<file path="config.mk">
export PLATFORM = sky130hd
export DESIGN_NAME = nspf_ctrl
export DESIGN_NICKNAME = d
export VERILOG_FILES = /design/src/nspf_pkg.sv /design/src/nspf_ctrl.sv
export SDC_FILE = /design/constraint.sdc
export NUM_CORES = 1
export LEC_CHECK = 0
export ABC_AREA = 1
export BUFFER_PORTS_ARGS = -buffer_cell sky130_fd_sc_hd__buf_2
export CORE_ASPECT_RATIO = 1.1
export CORE_MARGIN = 3
export CORE_UTILIZATION = 25
export CTS_CLUSTER_SIZE = 16
export DETAILED_ROUTE_END_ITERATION = 10
export GPL_TIMING_DRIVEN = 1
export HOLD_SLACK_MARGIN = 0.05
export PLACE_DENSITY = 0.51
export SYNTH_ARGS = -nofsm -noshare
export SYNTH_HDL_FRONTEND = slang
export SYNTH_SLANG_ARGS = --single-unit
</file>
<file path="constraint.sdc">
create_clock -name i_clk -period 2.1 [get_ports i_clk]
set_input_delay 0.525 -clock i_clk [delete_from_list [all_inputs] [get_ports i_clk]]
set_output_delay 0.525 -clock i_clk [all_outputs]
set_load 0.01 [all_outputs]
</file>
<file path="src/nspf_pkg.sv">
// ----------------------------------------------------------------------------
// nspf_pkg
// shared constants, codes and types of the nearest site pressure force block
// ----------------------------------------------------------------------------
package nspf_pkg;

    // site table size
    localparam int MAX_SITES = 1024;
    localparam int IDX_W     = $clog2(MAX_SITES);
    localparam int CNT_W     = IDX_W + 1;
    localparam int OUT_IDX_W = 10;

    // action codes
    localparam logic [1:0] ACT_CLEAR = 2'd0;
    localparam logic [1:0] ACT_LOAD  = 2'd1;
    localparam logic [1:0] ACT_QUERY = 2'd2;
    localparam logic [1:0] ACT_NONE  = 2'd3;

    // status codes
    localparam logic [1:0] STS_OK    = 2'd0;
    localparam logic [1:0] STS_EMPTY = 2'd1;
    localparam logic [1:0] STS_FULL  = 2'd2;

    // configuration register indexes
    localparam logic [2:0] CFG_VOXEL  = 3'd0;
    localparam logic [2:0] CFG_ORG_X  = 3'd1;
    localparam logic [2:0] CFG_ORG_Y  = 3'd2;
    localparam logic [2:0] CFG_ORG_Z  = 3'd3;
    localparam logic [2:0] CFG_OFFSET = 3'd4;

    // number of square root steps (one result bit, two radicand bits per step)
    localparam int SQRT_STEPS = 32;
    localparam int SQC_W      = $clog2(SQRT_STEPS);

    typedef enum logic [3:0] {
        S_IDLE,
        S_LOAD_MUL,
        S_LOAD_WR,
        S_SCAN,
        S_DRAIN,
        S_FMUL,
        S_FSCALE,
        S_FSQ,
        S_SQINIT,
        S_SQRT,
        S_DONE
    } t_state;

    // controller to datapath
    typedef struct packed {
        logic       capture;
        logic       set_status;
        logic [1:0] status;
        logic       clear;
        logic       load_mul;
        logic       load_wr;
        logic       scan_start;
        logic       scan_issue;
        logic       fmul;
        logic       fscale;
        logic       fsq;
        logic       sq_init;
        logic       sq_step;
        logic       out_load;
    } t_dp_cmd;

    // datapath to controller
    typedef struct packed {
        logic count_zero;
        logic count_full;
        logic scan_last;
        logic pipe_busy;
        logic sqrt_last;
        logic out_free;
    } t_dp_stat;

endpackage

</file>
<file path="src/nspf_ctrl.sv">
// ----------------------------------------------------------------------------
// nspf_ctrl
// sequencer for clear, load and query words
// ----------------------------------------------------------------------------
module nspf_ctrl
    import nspf_pkg::*;
(
    input  logic       i_clk,
    input  logic       i_rst_n,
    input  logic       i_in_valid,
    input  logic [1:0] i_action,
    input  t_dp_stat   i_stat,
    output t_dp_cmd    o_cmd,
    output logic       o_in_stall
);

    t_state r_state, n_state;

    // state register
    always_ff @(posedge i_clk) begin
        if (!i_rst_n) begin
            r_state <= S_IDLE;
        end else begin
            r_state <= n_state;
        end
    end

    // next state and commands
    always_comb begin
        n_state    = r_state;
        o_cmd      = '0;
        o_in_stall = 1'b1;
        unique case (r_state)
            S_IDLE: begin
                o_in_stall = 1'b0;
                if (i_in_valid) begin
                    o_cmd.capture = 1'b1;
                    n_state       = S_DONE;
                    unique case (i_action)
                        ACT_CLEAR: begin
                            o_cmd.clear = 1'b1;
                        end
                        ACT_LOAD: begin
                            if (i_stat.count_full) begin
                                o_cmd.set_status = 1'b1;
                                o_cmd.status     = STS_FULL;
                            end else begin
                                n_state = S_LOAD_MUL;
                            end
                        end
                        ACT_QUERY: begin
                            if (i_stat.count_zero) begin
                                o_cmd.set_status = 1'b1;
                                o_cmd.status     = STS_EMPTY;
                            end else begin
                                o_cmd.scan_start = 1'b1;
                                n_state          = S_SCAN;
                            end
                        end
                        default: begin
                            n_state = S_DONE;
                        end
                    endcase
                end
            end
            S_LOAD_MUL: begin
                o_cmd.load_mul = 1'b1;
                n_state        = S_LOAD_WR;
            end
            S_LOAD_WR: begin
                o_cmd.load_wr = 1'b1;
                n_state       = S_DONE;
            end
            S_SCAN: begin
                o_cmd.scan_issue = 1'b1;
                if (i_stat.scan_last) begin
                    n_state = S_DRAIN;
                end
            end
            S_DRAIN: begin
                if (!i_stat.pipe_busy) begin
                    n_state = S_FMUL;
                end
            end
            S_FMUL: begin
                o_cmd.fmul = 1'b1;
                n_state    = S_FSCALE;
            end
            S_FSCALE: begin
                o_cmd.fscale = 1'b1;
                n_state      = S_FSQ;
            end
            S_FSQ: begin
                o_cmd.fsq = 1'b1;
                n_state   = S_SQINIT;
            end
            S_SQINIT: begin
                o_cmd.sq_init = 1'b1;
                n_state       = S_SQRT;
            end
            S_SQRT: begin
                o_cmd.sq_step = 1'b1;
                if (i_stat.sqrt_last) begin
                    n_state = S_DONE;
                end
            end
            S_DONE: begin
                if (i_stat.out_free) begin
                    o_cmd.out_load = 1'b1;
                    n_state        = S_IDLE;
                end
            end
            default: begin
                n_state = S_IDLE;
            end
        endcase
    end

endmodule

</file>
# == Word-level counts from Yosys, hierarchy flattened ==
# Cells that the tools add are included.
# word_totals
ff_bits,4
out_inout_bits,16
word_cells,51
# op_classes
n_eq_ne,17
mux,30
n_reduce_logical,3
# ops
op,count
$pmux 4 s11,1
$mux 4,7
$eq 4x3->1 const B,4
$mux 1,16
$eq 4x4->1 const B,3
$mux 5,2
$ne 2x2->1 const B,5
$eq 4x2->1 const B,2
$pmux 4 s2,1
$mux 3,2
$pmux 3 s2,1
$reduce_and 5->1,1
$eq 4x1->1 const B,1
$logic_not 4->1,1
$eq 2x1->1 const B,1
$eq 2x2->1 const B,1
$logic_not 2->1,1

# == Longest topological paths before layout ==
# Gate-level depths: netlist of the first run.
# depth
depth_word,4
ltp_mapped,11
depth_no_buf,11

# == Least setup slack after synthesis of the first run ==
# OpenSTA, ideal clock, no wires.
# synth_timing
path_type,in2out
start,input i_action[0]
end,output o_cmd[13] (netlist name)
arrival_time_ns,1.623
slack_ns,-0.048
path_stages,5
n_path_buf,0
cell_sequence,inv_1 -> ha_1 -> inv_1 -> nor4_1 -> or2_1
# synth_lines
element,line_no,source
"start, declared",nspf_ctrl.sv:11,"input logic [1:0] i_action,"
"end, declared",nspf_ctrl.sv:13,"output t_dp_cmd o_cmd,"

==> results of run 1 <==
cells in the final DEF (no fill, tap or decap):
cell type  netlist  layout
nand2_1         26      26
buf_2            0      26
nor2_1          22      22
inv_1           22      21
nand3_1          7       7
buf_4            0       5
o21ai_0          4       4
nor2_4           3       3
ha_1             3       3
clkbuf_4         0       3
dfxtp_1          4       3
inv_2            1       2
nor2_2           2       2
nor4_4           0       2
or2_1            2       2
nand2_4          1       1
nor4_1           3       1
nor3_1           1       1
nand3_2          1       1
a21oi_1          1       1
dfxtp_2          0       1
area by class of cell:
type                    instances  area [um^2]
clock buffers                   3         22.5
fillers                       247         1240
flip-flops and latches          4         81.3
inverters                      23         86.3
multi-input cells              76          412
repair buffers                 31          168
well taps                      28         35.0
critical path: stages:
cell	delay (ns)
buf_2	0.09
inv_1	0.05
ha_1	0.31
inv_2	0.12
nor4_4	0.05
or2_1	0.22
buf_2	0.13
per-stage QoR:
stage | cells | utilization, % | hold WS (ns)
floorplan | 103 | - | 0.540
global placement | 158 | 35.9 | 0.572
detailed placement | 158 | 35.9 | 0.578
CTS | 161 | 37.0 | 0.547
global route | 165 | 39.4 | 0.562
finish | 165 | 39.4 | 0.549
per-layer routing:
layer	part of all wire [%]	wire length, um
met4	0	0
met2	48	707
met1	45	653
met3	6.8	100
met5	0	0
kinds of logic (layout without fill, tap and decap cells):
group,Yosys count,count (layout),share of synthesized area (%)
DFF,4,4,14.6
AOI/OAI and AO/OA,5,5,4.57
adders and majority gates,3,3,6.85
buffers and inverters,23,57,15.8
and+or+nand+nor,68,68,58.2
worst paths after layout:
check	endpoint	depth (start not counted)	slack, ns	start
setup reg to reg	r_state[3]	9	0.76	r_state[3]
setup / recovery	o_cmd[13]	7	0.07	i_action[0]
hold / removal	r_state[2]	3	0.55	i_rst_n
hold reg to reg	r_state[2]	2	0.55	r_state[2]
power by group:
group,switching [mW],internal [mW],total [mW]
logic,0.424,0.281,0.705
registers,0.0644,0.113,0.177
clock network,0.0294,0.0638,0.0932
total,0.517,0.457,0.975
repair_timing:
action | 4_1_cts | 5_1_grt
endpoints found under the setup margin | 1 | 2
pin swaps | 1 | 3
buffers inserted | 0 | 4
resized for setup | 0 | 4
==> out/results.tsv, run 1 <==
stage	metric	value	unit
status	status	complete, no violations	
clock_tree	clk sinks	4	
detailed_routing	DR pass1 iterations	4	
grt	met1 Usage GRT	11.5	%
grt	first-pass GRT wire length	2210	um
clock_tree	CTS HTree Levels	1	
grt	largest net degree at the start of global routing	9	
sta	Fin Clk Skew	0.000318	ns
synth	post-synth top area share	17.8	%
synth	dominant cells by area after synthesis	nand2_1 (18%), inv_1 (15%), nor2_1 (15%)	
sta	post-route setup TNS	0	ns
final_layout	antenna cells	0	
sta	RSZ-0062 raised after global routing	no	
sta	Tmin final	2.03	ns
placement	IO buf count	26	
sta	Final Setup Violations	0	
placement	GP Congestion	0.785	
final_layout	Biggest register	r_state	
power_and_ir_drop	Tot Pwr	0.975	mW
final_layout	max FFs per register	4	
floorplanning	Starting Density	26.8	%
clock_tree	quantity of hold-fixing buffers added after cts	0	
detailed_routing	wire length per cell	8.85	um
sta	Worst slew margin	82.7	%
clock_tree	Clock Latency Late Sink	0.23	ns
critical_path	Critical Path End Type	output port	
synth	commonest cells in the netlist	nand2_1 (26), inv_1 (22), nor2_1 (22)	
sta	PnR worst setup slack	0.0708	ns
synth	#FFs+latches synth	4	
grt	grt total ovfl	0	
floorplanning	core area	0.00204	mm^2
sta	measured slew at the worst slew-check pin	0.260	ns
run	max cap viols	0	
placement	Setup WS pre-CTS	0.00254	ns
synth	Mapped Area	548	um^2
grt	grt peak-use layer	met2	
synth	most common cell in the netlist	nand2_1	
floorplanning	# rows	17	
grt	Tot GR Track Use	10.1	%
final_layout	area grow syn2layout	46.8	%
synth	area leader, netlist	nand2_1	
grt	global routing usage on met3	2.95	%
critical_path	crit path max fanout	3	
synth	Post-Synthesis Cells	103	
final_layout	Total Nets Final	153	
power_and_ir_drop	PwrDens	1210	mW/mm^2
floorplanning	# IOs	27	
critical_path	Worst EP required	1.57	ns
power_and_ir_drop	Max VDD drop	0.392	mV
grt	vias in the first global route	562	
detailed_routing	DRC Markers	0	
sta	Final Hold Fails	0	
detailed_routing	Detailed Route WL	1460	um
clock_tree	clock-pin slew on the worst setup and hold paths	0.03	ns
synth	post-synthesis sequential area ratio	14.6	%
detailed_routing	Initial DRC Count	13	
clock_tree	CTS tree	done	
sta	final slew viol count	0	
floorplanning	DIE AREA	0.00279	mm^2
final_layout	share of layout cells above drive strength 1	33.6	%
critical_path	Critical Path Start Type	input port	
sta	fmax	493	MHz
placement	placed cell areas	733	um^2
synth	Synthesis Warnings	0	
final_layout	Largest regs	r_state (4)	
worst_hold_path	Hold/Removal Path Class	input port to flip-flop	
floorplanning	DIE WIDTH	50.6	um
floorplanning	chip height	55.1	um
synth	EDFF count, synth	0	
synth	asr flop ratio synth	0	%
critical_path	CP Class	input port to output port	
clock_tree	cts bufs inserted	3	
synth	ys flop type	dfxtp_1	
synth	Syn Area/Cell	5.32	um^2
synth	Syn Nets	117	
power_and_ir_drop	Pleak	0.506	nW
detailed_routing	post-route ant nets	0	
sta	Tcrit/Tclk final	96.6	%
clock_tree	CTS Buffer Depth	2	
detailed_routing	routed via count	693	
grt	initial antenna violation count	0	
critical_path	WP data arrival	1.50	ns
final_layout	Finished Cell Area	805	um^2
detailed_routing	drt via density	4.20	
synth	count of cell types in the netlist	16	
grt	GRT met2 Usage	20.0	%
clock_tree	clk root buf	clkbuf_4	
placement	Final HPWL DP	1190	um
(Power assumes the default switching activity.)
==> run 2, diff against run 1 <==
--- a/config.mk
+++ b/config.mk
@@ -14,7 +14,8 @@
 export DETAILED_ROUTE_END_ITERATION = 10
 export GPL_TIMING_DRIVEN = 1
 export HOLD_SLACK_MARGIN = 0.05
-export PLACE_DENSITY = 0.51
+export PLACE_DENSITY = 0.53
+export REMOVE_ABC_BUFFERS = 1
 export SYNTH_ARGS = -nofsm -noshare
 export SYNTH_HDL_FRONTEND = slang
 export SYNTH_SLANG_ARGS = --single-unit
==> constraint.sdc (replaced) <==
create_clock -name i_clk -period 1.8 [get_ports i_clk]
set_input_delay 0.45 -clock i_clk [delete_from_list [all_inputs] [get_ports i_clk]]
set_output_delay 0.45 -clock i_clk [all_outputs]
set_load 0.01 [all_outputs]
==> out/results.tsv, run 2 (synthesized netlist as in run 1, its figures left out) <==
stage	metric	value	unit	change
sta	Fin Clk Skew	0.0106	ns	+0.0102 ns
power_and_ir_drop	Internal	0.598	mW	+31%
clock_tree	Clock Latency Late Sink	0.25	ns	+0.02 ns
critical_path	Worst EP required	1.35	ns	-0.22 ns
power_and_ir_drop	Pleak	0.559	nW	+11%
sta	final slew viol count	0		unchanged
power_and_ir_drop	PwrDens	1310	mW/mm^2	+8.4%
clock_tree	CTS Buffer Depth	2		unchanged
floorplanning	chip height	55.1	um	unchanged
critical_path	flop2flop setup slack	0.38	ns	-0.38 ns
clock_tree	clock-pin slew on the worst setup and hold paths	0.04	ns	about the same
grt	first-pass GRT wire length	2840	um	+28%
sta	Tmin final	1.81	ns	
final_layout	multi-input logic area	465	um^2	+13%
floorplanning	Starting Density	26.8	%	unchanged
critical_path	CP max stage delay	0.23	ns	-0.08 ns
power_and_ir_drop	Max VDD drop	0.641	mV	+64%
floorplanning	DIE AREA	0.00279	mm^2	unchanged
sta	RSZ-0062 raised after global routing	yes		
sta	Final Setup Violations	1		+1
grt	initial antenna violation count	0		unchanged
placement	Setup WS pre-CTS	-0.201	ns	-0.204 ns
final_layout	share of layout cells above drive strength 1	45.2	%	+12 points
final_layout	most common cell after layout, fill and taps aside	buf_2		
floorplanning	# rows	17		unchanged
detailed_routing	DRC Markers	0		unchanged
critical_path	crit path max fanout	3		unchanged
critical_path	most frequent CP cell	buf_2		
clock_tree	CTS tree	done		
critical_path	critical path, cell by cell	buf_2, inv_2, ha_4, inv_4, nor4_4, or2_1, buf_2		
detailed_routing	Detailed Route WL	1730	um	+19%
sta	Final Hold Fails	0		unchanged
status	status	complete, but fails checks		
detailed_routing	Initial DRC Count	15		+2
final_layout	antenna cells	0		unchanged
run	max cap viols	0		unchanged
placement	Final HPWL DP	1300	um	+9.4%
final_layout	Biggest register	r_state		
placement	IO buf count	26		unchanged
final_layout	area grow syn2layout	73.3	%	
power_and_ir_drop	Net Sw Power	0.649	mW	+25%
floorplanning	core area	0.00204	mm^2	unchanged
sta	PnR worst setup slack	-0.00518	ns	-0.0760 ns
final_layout	max FFs per register	4		unchanged
sta	measured slew at the worst slew-check pin	0.252	ns	-0.00715 ns
power_and_ir_drop	Clk network pwr share	9.6	%	about the same
final_layout	filler cell count	234		-5.3%
sta	post-route setup TNS	-0.00518	ns	-0.00518 ns
final_layout	most frequent cells in the layout	buf_2 (25), nand2_1 (24), nor2_1 (22)		
critical_path	Slowest-stage cell, CP	ha_4		
detailed_routing	wire length per cell	9.96	um	+12%
clock_tree	clk sinks	4		unchanged
critical_path	Critical Path Start Type	input port		
final_layout	Largest regs	r_state (4)		
sta	Tcrit/Tclk final	100	%	
power_and_ir_drop	Sw Share	52.0	%	-1.0 points
critical_path	Critical Path End Type	output port		
grt	vias in the first global route	683		+22%
floorplanning	DIE WIDTH	50.6	um	unchanged
detailed_routing	drt via density	4.37		+4.0%
final_layout	register area	90.1	um^2	+11%
grt	largest net degree at the start of global routing	7		-2
clock_tree	CTS HTree Levels	1		unchanged
detailed_routing	routed via count	760		+9.7%
detailed_routing	post-route ant nets	0		unchanged
floorplanning	# IOs	27		unchanged
detailed_routing	DR pass1 iterations	4		unchanged
clock_tree	quantity of hold-fixing buffers added after cts	0		unchanged
critical_path	CP Class	input port to output port		
final_layout	Total Nets Final	162		+5.9%
grt	grt total ovfl	0		unchanged
sta	fmax	554	MHz	
placement	GP Congestion	0.760		-3.2%
clock_tree	clk root buf	clkbuf_4		
power_and_ir_drop	combinational share of power	74.1	%	+1.8 points
critical_path	WP data arrival	1.36	ns	-0.14 ns
status	failing checks	negative setup slack		
power_and_ir_drop	sequential power share	16.3	%	-1.9 points
sta	Worst slew margin	83.2	%	+0.48 points
grt	Tot GR Track Use	13.2	%	+3.1 points
worst_hold_path	Hold/Removal Path Class	input port to flip-flop		
clock_tree	cts bufs inserted	3		unchanged
[run 2: critical path: cells and delay by family]
family	cells	cell delay [ns]
buffers and inverters	4	0.42
AND/OR/NAND/NOR	2	0.26
adder cells (fa/ha/maj)	1	0.23
[run 2: final cells by class]
type	instances	area share (%)
multi-input combinational	76	49.0
timing repair buffer	40	25.8
inverter	23	9.62
sequential	4	9.49
tap	28	3.69
clock buffer	3	2.37
[run 2: metal layers]
layer  up-vias  track usage (%)  wire, um
met1       336             14.7       730
met4         0             1.35        16
met2        25             25.9       890
met3         2             3.75        97
li1        397                -         -
met5         -                0         0
[run 2: per-stage QoR]
step	cells	total power, mW	hold slack, ns	utilization, %	area (um^2)
6_report	174	1.25	0.450	46.5	950
5_1_grt	174	1.37	0.461	46.5	950
4_1_cts	172	1.19	0.460	45.3	925
3_5_place_dp	165	0.954	0.581	37.9	773
3_3_place_gp	165	0.951	0.576	37.9	773
2_1_floorplan	103	0.721	0.540	-	548
[run 2: final timing paths]
check / endpoint / cells past startpoint / start
max reg2reg: r_state[0] / 9 / r_state[0]
min: r_state[2] / 3 / i_rst_n
min reg2reg: r_state[1] / 2 / r_state[1]
max: o_cmd[13] / 7 / i_action[0]
[run 2: timing repair]
item | 4_1_cts | 5_1_grt
setup buffers | 4 | 2
resized for setup | 23 | 3
endpoints found under the setup margin | 4 | 3
pin swaps | 8 | 2
[run 2: power groups by stage]
stage | registers (mW) | clock network, mW | logic (mW)
after global routing | 0.210 | 0.129 | 1.03
after detailed placement | 0.206 | 0 | 0.748
after floorplan | 0.189 | 0 | 0.532
after global placement | 0.205 | 0 | 0.746
final | 0.203 | 0.119 | 0.924
after CTS | 0.199 | 0.115 | 0.878
==> run 3, diff against run 2 <==
--- a/config.mk
+++ b/config.mk
@@ -5,9 +5,7 @@
 export SDC_FILE = /design/constraint.sdc
 export NUM_CORES = 1
 export LEC_CHECK = 0
-export ABC_AREA = 1
 export BUFFER_PORTS_ARGS = -buffer_cell sky130_fd_sc_hd__buf_2
-export CORE_ASPECT_RATIO = 1.1
 export CORE_MARGIN = 3
 export CORE_UTILIZATION = 25
 export CTS_CLUSTER_SIZE = 16
==> out/results.tsv, run 3 <==
stage	metric	value	unit	change
clock_tree	CTS tree	done		
run	max cap viols	0		unchanged
sta	RSZ-0062 raised after global routing	yes		
power_and_ir_drop	Max VDD drop	0.477	mV	-26%
critical_path	critical path, cell by cell	nor4_4, and2_4, nand2_4, nor2_1, buf_2		
final_layout	area grow syn2layout	45.3	%	
grt	first-pass GRT wire length	2570	um	-9.5%
sta	fmax	548	MHz	-1.1%
critical_path	CP delay by family, top	simple AND/OR/NAND/NOR gates		
clock_tree	clk root buf	clkbuf_4		
synth	most common cell in the netlist	nor2_1		
power_and_ir_drop	Clk network pwr share	12.4	%	+2.8 points
detailed_routing	wire length per cell	11.5	um	+16%
power_and_ir_drop	PwrDens	1120	mW/mm^2	-15%
final_layout	most frequent cells in the layout	buf_2 (24), nor2_1 (12), nand2_1 (8)		
clock_tree	cts bufs inserted	3		unchanged
sta	Final Hold Fails	0		unchanged
power_and_ir_drop	Net Sw Power	0.396	mW	-39%
sta	Worst slew margin	81.6	%	-1.6 points
final_layout	share of layout cells above drive strength 1	43.0	%	-2.2 points
status	status	complete, but fails checks		
detailed_routing	post-route ant nets	0		unchanged
critical_path	flop2flop setup slack	0.33	ns	-0.05 ns
placement	IO buf count	26		unchanged
critical_path	crit path max fanout	3		unchanged
critical_path	R2R Path End	r_state[0]		
final_layout	register area	82.6	um^2	-8.3%
synth	post-synthesis sequential area ratio	14.7	%	+0.10 points
power_and_ir_drop	Internal	0.491	mW	-18%
synth	Syn Area/Cell	7.07	um^2	+33%
final_layout	multi-input logic area	442	um^2	-5.1%
final_layout	Total Nets Final	123		-24%
final_layout	final core occ	39.5	%	-7.0 points
sta	measured slew at the worst slew-check pin	0.274	ns	+0.0216 ns
final_layout	Finished Cell Area	791	um^2	-17%
synth	ys flop type	dfxtp_1		
critical_path	WP data arrival	1.38	ns	+0.02 ns
worst_hold_path	WHS Endpoint	r_state[3]		
worst_hold_path	Worst Hold Depth	2		-1
worst_hold_path	hold path start	i_rst_n		
power_and_ir_drop	Pleak	0.390	nW	-30%
floorplanning	# rows	16		-1
synth	post-synth top area share	14.7	%	-3.1 points
final_layout	Biggest register	r_state		
clock_tree	CTS Buffer Depth	2		unchanged
final_layout	antenna cells	0		unchanged
detailed_routing	Initial DRC Count	6		-9
synth	commonest cells in the netlist	nor2_1 (12), nand2_1 (9), inv_1 (5), nand2b_1 (5), nor3_1 (5)		
detailed_routing	DRC Markers	0		unchanged
detailed_routing	DR pass1 iterations	4		unchanged
synth	area leader, netlist	dfxtp_1		
placement	placed cell areas	702	um^2	-9.2%
clock_tree	clock-pin slew on the worst setup and hold paths	0.04	ns	about the same
final_layout	filler cell count	218		-6.8%
floorplanning	Starting Density	27.2	%	+0.35 points
placement	GP Congestion	0.722		-5.0%
critical_path	Reg2Reg Depth	5		-4
synth	asr flop ratio synth	0	%	unchanged
synth	dominant cells by area after synthesis	dfxtp_1 (15%), nor2_1 (8.3%), ha_1 (6.9%)		
clock_tree	CTS HTree Levels	1		unchanged
sta	Fin Clk Skew	0.00249	ns	-0.00806 ns
floorplanning	chip height	52.7	um	-4.4%
floorplanning	DIE AREA	0.00277	mm^2	-0.62%
detailed_routing	routed via count	647		-15%
floorplanning	core area	0.00200	mm^2	-2.0%
sta	PnR worst setup slack	-0.0254	ns	-0.0202 ns
critical_path	CP max stage delay	0.33	ns	+0.10 ns
clock_tree	Clock Latency Late Sink	0.23	ns	-0.02 ns
synth	Post-Synthesis Cells	77		-25%
sta	Final Setup Violations	3		+2
sta	final slew viol count	0		unchanged
placement	Final HPWL DP	1160	um	-11%
critical_path	CP Class	flip-flop to output port		
final_layout	Largest regs	r_state (4)		
critical_path	reg-to-reg startpoint	r_state[2]		
grt	vias in the first global route	599		-12%
power_and_ir_drop	sequential power share	16.6	%	+0.3 points
sta	Tcrit/Tclk final	101	%	+1.1 points
critical_path	Worst EP required	1.35	ns	about the same
final_layout	max FFs per register	4		unchanged
critical_path	Critical Path Start Type	flip-flop		
clock_tree	quantity of hold-fixing buffers added after cts	0		unchanged
detailed_routing	Detailed Route WL	1550	um	-11%
floorplanning	# IOs	27		unchanged
critical_path	Slowest-stage cell, CP	nor4_4		
critical_path	Critical Path End Type	output port		
status	failing checks	negative setup slack		
sta	Tmin final	1.83	ns	+0.0202 ns
worst_hold_path	Hold/Removal Path Class	input port to flip-flop		
synth	Mapped Area	544	um^2	-0.69%
grt	grt total ovfl	0		unchanged
detailed_routing	drt via density	4.83		+11%
grt	Tot GR Track Use	12.3	%	-0.89 points
synth	count of cell types in the netlist	27		+11
clock_tree	clk sinks	4		unchanged
synth	EDFF count, synth	0		unchanged
grt	initial antenna violation count	0		unchanged
floorplanning	DIE WIDTH	52.7	um	+4.0%
power_and_ir_drop	Sw Share	44.6	%	-7.4 points
final_layout	most common cell after layout, fill and taps aside	buf_2		
power_and_ir_drop	combinational share of power	71.0	%	-3.1 points
synth	#FFs+latches synth	4		unchanged
grt	largest net degree at the start of global routing	17		+10
critical_path	Crit path buffers/inverters	1		-3
synth	Synthesis Warnings	0		unchanged
## run 3: cell families after synthesis
kind of cell	share of synthesized area, %
multiplexers	1.84
AO/OA/AOI/OAI	20.7
adder cells (fa/ha/maj)	6.90
XOR/XNOR	1.61
AND/OR/NAND/NOR	42.8
buffers and inverters	11.5
flip-flops	14.7
## run 3: timing repair
action,in CTS,in global routing
pin swaps,1,4
setup buffers,0,1
setup endpoints to repair,5,7
resized for setup,5,8
## run 3: layer usage
| metal | wire (um) | GRT usage, % |
|---|---|---|
| met5 | 0 | 0 |
| met1 | 677 | 13.7 |
| met4 | 8 | 3.83 |
| met2 | 724 | 21.1 |
| met3 | 136 | 4.84 |
## run 3: worst max-delay path by stage
stage	to	cells after the start	start	slack (ns)
after detailed placement	o_cmd[7]	6	i_action[0]	0.05
after CTS	o_cmd[12]	5	r_state[1]	-0.04
after global placement	o_cmd[7]	6	i_action[0]	0.07
final	o_cmd[12]	5	r_state[0]	-0.03
after global routing	o_cmd[12]	5	r_state[0]	-0.09
after floorplan	o_cmd[11]	4	r_state[1]	0.07
## run 3: final cells by class
class	count	share of cell area [%]
clock buffer	3	2.85
inverter	5	2.37
multi-input combinational	63	55.9
sequential	4	10.4
tap	27	4.27
timing repair buffer	32	24.2
## run 3: worst register-to-register path, cell delays in order (launching register included)
cell and delay [ns]:
dfxtp_1 0.38, buf_6 0.19, and4bb_1 0.20, a31oi_1 0.19
o221a_2 0.26, mux2i_1 0.19
## run 3: power groups by stage
stage | clock [mW] | combinational, mW | sequential (mW)
2_1_floorplan | 0 | 0.285 | 0.193
3_3_place_gp | 0 | 0.544 | 0.133
3_5_place_dp | 0 | 0.548 | 0.133
4_1_cts | 0.116 | 0.575 | 0.144
5_1_grt | 0.124 | 0.702 | 0.152
6_report | 0.110 | 0.629 | 0.147
## run 3: metrics by stage
step	cells	setup WS (ns)	hold slack, ns	power (mW)	setup TNS [ns]
after floorplan	72	0.0736	0.583	0.478	0
after global placement	130	0.0697	0.657	0.677	0
after detailed placement	130	0.0486	0.649	0.681	0
after CTS	133	-0.0382	0.474	0.835	-0.0748
after global routing	134	-0.0914	0.481	0.978	-0.334
final	134	-0.0254	0.477	0.887	-0.0634
